<file path="src/hdl/sliding_window_count_min_sketch_assert.svh">
// Assertion macros shared by the sketch RTL.
// Each macro expands to one labeled concurrent assertion that reports through $error.
`ifndef SLIDING_WINDOW_COUNT_MIN_SKETCH_ASSERT_SVH
`define SLIDING_WINDOW_COUNT_MIN_SKETCH_ASSERT_SVH

// Same-cycle implication, off while reset is high.
`define SWCMS_ASSERT_IMPLIES(label, clk, rst, ante, cons) \
   label: assert property (@(posedge clk) disable iff (rst) (ante) |-> (cons)) \
      else $error("sketch assertion failed");

// Next-cycle implication, off while reset is high.
`define SWCMS_ASSERT_NEXT(label, clk, rst, ante, cons) \
   label: assert property (@(posedge clk) disable iff (rst) (ante) |=> (cons)) \
      else $error("sketch assertion failed");

`endif

</file>
<file path="src/hdl/swcms_pkg.sv">
// Shared constants and types for the sliding-window count-min sketch.
// No dependencies; the interfaces, the lane unit and the top level import this package.
package swcms_pkg;

   localparam int ROWS       = 4;
   localparam int COLUMNS    = 1024;
   localparam int LANES      = 4;
   localparam int LANE_W     = 16;
   localparam int WORD_W     = LANES * LANE_W;
   localparam int IDX_W      = 10;
   localparam int COL_W      = $clog2(COLUMNS);
   localparam int ROW_W      = (ROWS > 1) ? $clog2(ROWS) : 1;
   localparam int DEPTH      = ROWS * COLUMNS;
   localparam int ADDR_W     = $clog2(DEPTH);
   localparam int LANE_SEL_W = $clog2(LANES);
   localparam int CMD_W      = 2;
   localparam int LOOKBACK_W = 16;
   localparam int EPOCH_W    = 16;
   localparam int EST_W      = 18;
   localparam int COUNT_W    = 32;
   localparam int CFG_W      = 32;

   localparam logic [CFG_W-1:0]  WINDOW_RESET = 32'd1024;
   localparam logic [LANE_W-1:0] LANE_MAX     = 16'hffff;

   localparam logic [CMD_W-1:0] CMD_INSERT = 2'd0;
   localparam logic [CMD_W-1:0] CMD_QUERY  = 2'd1;
   localparam logic [CMD_W-1:0] CMD_CLEAR  = 2'd2;

   typedef struct packed {
      logic [WORD_W-1:0] count_word;
      logic [WORD_W-1:0] stamp_word;
      logic [LANE_W-1:0] term;
   } lane_res_type;

endpackage

</file>
<file path="src/hdl/swcms_lane_alu.sv">
// Lane unit: updates one lane of a count/stamp entry and gives its windowed term.
// Depends on swcms_pkg.
module swcms_lane_alu (
   input  logic [swcms_pkg::WORD_W-1:0]     count_word,
   input  logic [swcms_pkg::WORD_W-1:0]     stamp_word,
   input  logic [swcms_pkg::LANE_SEL_W-1:0] lane,
   input  logic [swcms_pkg::EPOCH_W-1:0]    epoch,
   input  logic [swcms_pkg::LOOKBACK_W-1:0] lookback,
   output swcms_pkg::lane_res_type          res
);
   import swcms_pkg::*;

   logic [LANE_W-1:0] count_lane;
   logic [LANE_W-1:0] stamp_lane;
   logic [LANE_W-1:0] count_new;
   logic [LANE_W-1:0] age;
   logic              fresh;

   always_comb begin
      count_lane = count_word[lane*LANE_W +: LANE_W];
      stamp_lane = stamp_word[lane*LANE_W +: LANE_W];
      fresh      = (stamp_lane == LANE_W'(epoch));
      // stale lane restarts at one; live lane saturates
      if (!fresh) begin
         count_new = LANE_W'(1);
      end else if (count_lane == LANE_MAX) begin
         count_new = count_lane;
      end else begin
         count_new = count_lane + LANE_W'(1);
      end
      age      = LANE_W'(epoch) - stamp_lane;
      res.term = (age <= LANE_W'(lookback)) ? count_lane : '0;
      res.count_word = count_word;
      res.stamp_word = stamp_word;
      for (int l = 0; l < LANES; l++) begin
         if (LANE_SEL_W'(l) == lane) begin
            res.count_word[l*LANE_W +: LANE_W] = count_new;
            res.stamp_word[l*LANE_W +: LANE_W] = LANE_W'(epoch);
         end
      end
   end
endmodule

</file>
<file path="config.mk">
export PLATFORM = sky130hd
export DESIGN_NAME = swcms_lane_alu
export DESIGN_NICKNAME = d
export VERILOG_FILES = /design/src/hdl/sliding_window_count_min_sketch_assert.svh /design/src/hdl/swcms_pkg.sv /design/src/hdl/swcms_lane_alu.sv
export SDC_FILE = /design/constraint.sdc
export NUM_CORES = 1
export LEC_CHECK = 0
export BUFFER_PORTS_ARGS = -buffer_cell sky130_fd_sc_hd__buf_2
export CAP_MARGIN = 5
export CORE_AREA = 3 3 117 119
export DETAILED_ROUTE_END_ITERATION = 7
export DIE_AREA = 0 0 120 122
export PLACE_DENSITY = 0.63
export SLEW_MARGIN = 20
export SYNTH_ARGS = -nofsm -noshare
export SYNTH_HDL_FRONTEND = slang
export SYNTH_SLANG_ARGS = --single-unit
export TNS_END_PERCENT = 5
</file>
<file path="constraint.sdc">
create_clock -name vclk -period 12.94
set_input_delay 1.941 -clock vclk [all_inputs]
set_output_delay 1.941 -clock vclk [all_outputs]
set_load 0.01 [all_outputs]
</file>
======== Word-level counts from Yosys, hierarchy flattened ========
Index checks and enable logic that the tools add are counted.
cells by class
  $add $sub $neg .......................... 2
  multiply operators ...................... 0
  div/mod/pow operators ................... 0
  order comparisons ....................... 1
  eq/ne operators ......................... 5
  shift-type cells ........................ 2
  mux-type cells .......................... 11
  bitwise logic cells ..................... 0
  reductions and logical operators ........ 1
operators with widths
  cell                                                             number
  16-bit two-way mux                                               11
  64-bit by 7-bit variable part select with 16-bit output          2
  16-bit by 1-bit adder with 16-bit output, second input constant  1
  16-bit == test                                                   1
  16-bit == test, second input constant                            1
  16-bit <= comparator                                             1
  16-bit subtractor                                                1
  2-bit == test, first input constant                              2
  1-bit by 2-bit == test with 1-bit output, first input constant   1
  2-bit logical NOT                                                1
word-level totals
  flip-flop bits (word level) ............. 0
  bits in latches ......................... 0
  RAM bits ................................ 0
  memory bits (read-only) ................. 0
  memories kept ........................... 0

======== Longest topological paths before layout ========
  depth after elaboration ................. 5
  mapped depth ............................ 22
  depth with buffers taken out ............ 17

======== Least setup slack after synthesis ========
OpenSTA, ideal clock, no wires.
  path type ............................... input port to output port
  start point ............................. input lane[1] (netlist bit)
  end point ............................... output res[10] (netlist bit)
  arrival time ............................ 6.430 ns
  path slack .............................. 4.569 ns
  stages on the path ...................... 21
  buffers on the path ..................... 5
  path through ............................ buf_2 buf_2 buf_1 buf_1 mux4_2 inv_1 ha_1 a21o_1 a21o_1 a211oi_1 nor2_1 nor3_1 o21ai_0 xor2_1 ha_1 a22o_1 nor4_1 o21ai_0 o221ai_1 clkbuf_1 and2_1
RTL lines
  item             line                 text
  start, declared  swcms_lane_alu.sv:6  input logic [swcms_pkg::LANE_SEL_W-1:0] lane,
  end, declared    swcms_lane_alu.sv:9  output swcms_pkg::lane_res_type res

==> out/qor.yml <==
fin_area_um2: 5710
gp_congestion: 0.8951
grt_pass1_wl_um: 29390
yosysMostFrequentCell: "nand2_1"
yosysWarnings: 0
avgSynthCellArea_um2: 6.233
worst_setup_path_start_kind: "input port"
synth_cell_type_count: 55
synth_nets: 855
seq_cell_count: 0
cp.arrival_ps: 6760
hold_path.class: "in -> out"
core_um2: 12670
pwr-share-seq_pct: 0
die_area_um2: 14640
seqCellArea_um2: 0
port-buffer-count: 306
cp_data_required_time_ps: 11000
ys_seq_area_share_pct: 0
synth_area_leaders: "nand2_1 (21%), mux4_2 (16%), ha_1 (9.7%), o21ai_0 (5.7%), a21oi_1 (5.0%)"
min_period_ps: 8697
die_h_um: 122
intPower_mw: 0.1360
diodes: 0
first_pass_iters: 5
synth.largest_area_cell: "nand2_1"
ys_top_cells_by_count: "nand2_1 (235), o21ai_0 (47), a21oi_1 (41)"
powerDensity_nw_per_um2: 54.40
slew_headroom_pct: 27.13
maxCapViolations: 0
clkbuf_count: 0
mappedNetlistArea_um2: 4114
fmax_mhz: 115.0
worstSetupEndpointType: "primary output"
stdcell_count: 1099
p_switching_mw: 0.1746
syn_inst: 660
switching_share_pct: 56.21
dpl.hpwl_um: 15870
path_class: "in -> out"
antenna_left: 0
dr_total_vias: 5837
finalNetCount: 1124
crit_start: "lane[0]"
worstPathMaxFanout: 40
postCtsSetupRepairBufs: 0
grt_max_degree: 48
synth_top_cell_area_share_pct: 21.44
cts_resized: 0
drt-initial-drc-count: 439
dpl_cell_area_um2: 5704
antenna_found_initial: 0
status: "completed"
num_io_pins: 306
worstMarginPinSlew_ps: 1088
rows: 41
dp_cells: 1099
p_comb_share_pct: 100.0
setup_violations: 0
routed_wirelength_um: 20040
initial_core_util_pct: 32.47
crit_path_end: "res[11]"
rsz0062_at_grt: "false"
wl_per_cell_um: 18.23
die_x_um: 120
grt_pass1_vias: 5326
synthToLayoutAreaGrowth_pct: 38.81
hold_buffers: 0
final_max_slew_viol_count: 0
via_per_inst: 5.311
drive_gt1_share_pct: 38.62
preCtsSetupSlack_ps: 3867
drc_errors: 0
track_usage_pct: 24.96
fin_ws_ps: 4243
max-vdd-ir-drop_uv: 19.03
overflow: 0
fin_crit_sh_pct: 67.21
setup_tns_ps: 0
power.leakage_nw: 3.180
finalHoldViolCount: 0
clock_power_share_pct: 0
-- worst max-delay path, stage by stage --
cell	delay, ps
buf_2	80
buf_4	570
mux4_2	590
inv_1	70
ha_1	280
a21o_1	220
a21o_1	200
a211oi_1	230
nor2_1	90
nor3_1	260
o21ai_0	150
xor2_1	170
ha_1	320
a22o_1	230
nor4_1	190
o21ai_0	140
o221ai_2	570
and2_1	240
buf_2	130
-- worst min-delay path by stage --
stage               slack (ps)  endpoint  cells after the start            from
detailed placement        4170  res[121]                      3  count_word[41]
floorplan                 3960  res[105]                      1  count_word[25]
global placement          4170  res[121]                      3  count_word[41]
global route              4180  res[132]                      3  count_word[52]
CTS                       4170  res[132]                      3  count_word[52]
finish                    4170  res[132]                      3  count_word[52]
-- per-stage QoR --
| stage | hold WS, ps | power [mW] | utilization, % |
|---|---|---|---|
| final | 4171 | 0.3106 | 45.07 |
| after global placement | 4168 | 0.3065 | 45.02 |
| after floorplan | 3959 | 0.1902 | - |
| after detailed placement | 4171 | 0.3081 | 45.02 |
| after CTS | 4170 | 0.3093 | 45.02 |
| after global routing | 4177 | 0.3425 | 45.07 |
-- kinds of logic after synthesis --
family	count (synthesis)	share of synthesized area [%]
XOR/XNOR	20	4.258
multiplexers	34	18.31
AND/OR/NAND/NOR	344	36.77
buffers and inverters	77	7.907
adder cells (fa/ha/maj)	33	10.22
AO/OA/AOI/OAI	152	22.54
-- power groups by stage --
| stage | Clock (mW) | Sequential, mW | Combinational, mW |
|---|---|---|---|
| after floorplan | 0 | 0 | 0.190 |
| after global placement | 0 | 0 | 0.306 |
| after detailed placement | 0 | 0 | 0.308 |
| after CTS | 0 | 0 | 0.309 |
| after global routing | 0 | 0 | 0.343 |
| final | 0 | 0 | 0.311 |
-- final cells by class --
| class | count | area, um^2 |
|---|---|---|
| fill | 1416 | 6960 |
| multi-input combinational | 583 | 3810 |
| timing repair buffer | 309 | 1554 |
| tap | 172 | 215.2 |
| inverter | 35 | 131.4 |
-- cell usage in the layout, fill, tap and decap left out, drive strengths merged, types with 2 or more instances in the layout --
master / count
o21a: 10
a31oi: 10
a21oi: 41
and2: 22
o22a: 4
ha: 32
xor2: 5
nand3: 9
nor2: 33
buf: 309
a211oi: 2
inv: 35
nand2b: 7
nand2: 235
o41ai: 3
mux4: 32
and3: 5
nand4: 9
or2: 2
and4: 4
nor3: 6
o21ai: 55
o31ai: 4
o211ai: 4
a21o: 10
o221ai: 2
xnor2: 15
nor2b: 8
-- per-layer routing --
layer	vias up	wire length [um]	track usage, %	share of wire, %
met1	2658	8910	36.77	44
li1	2845	-	-	-
met2	320	9187	40.85	46
met4	0	144	1.718	0.72
met5	-	0	0	0
met3	14	1793	3.018	8.9
No activity file was read; power rests on OpenSTA's default activity.
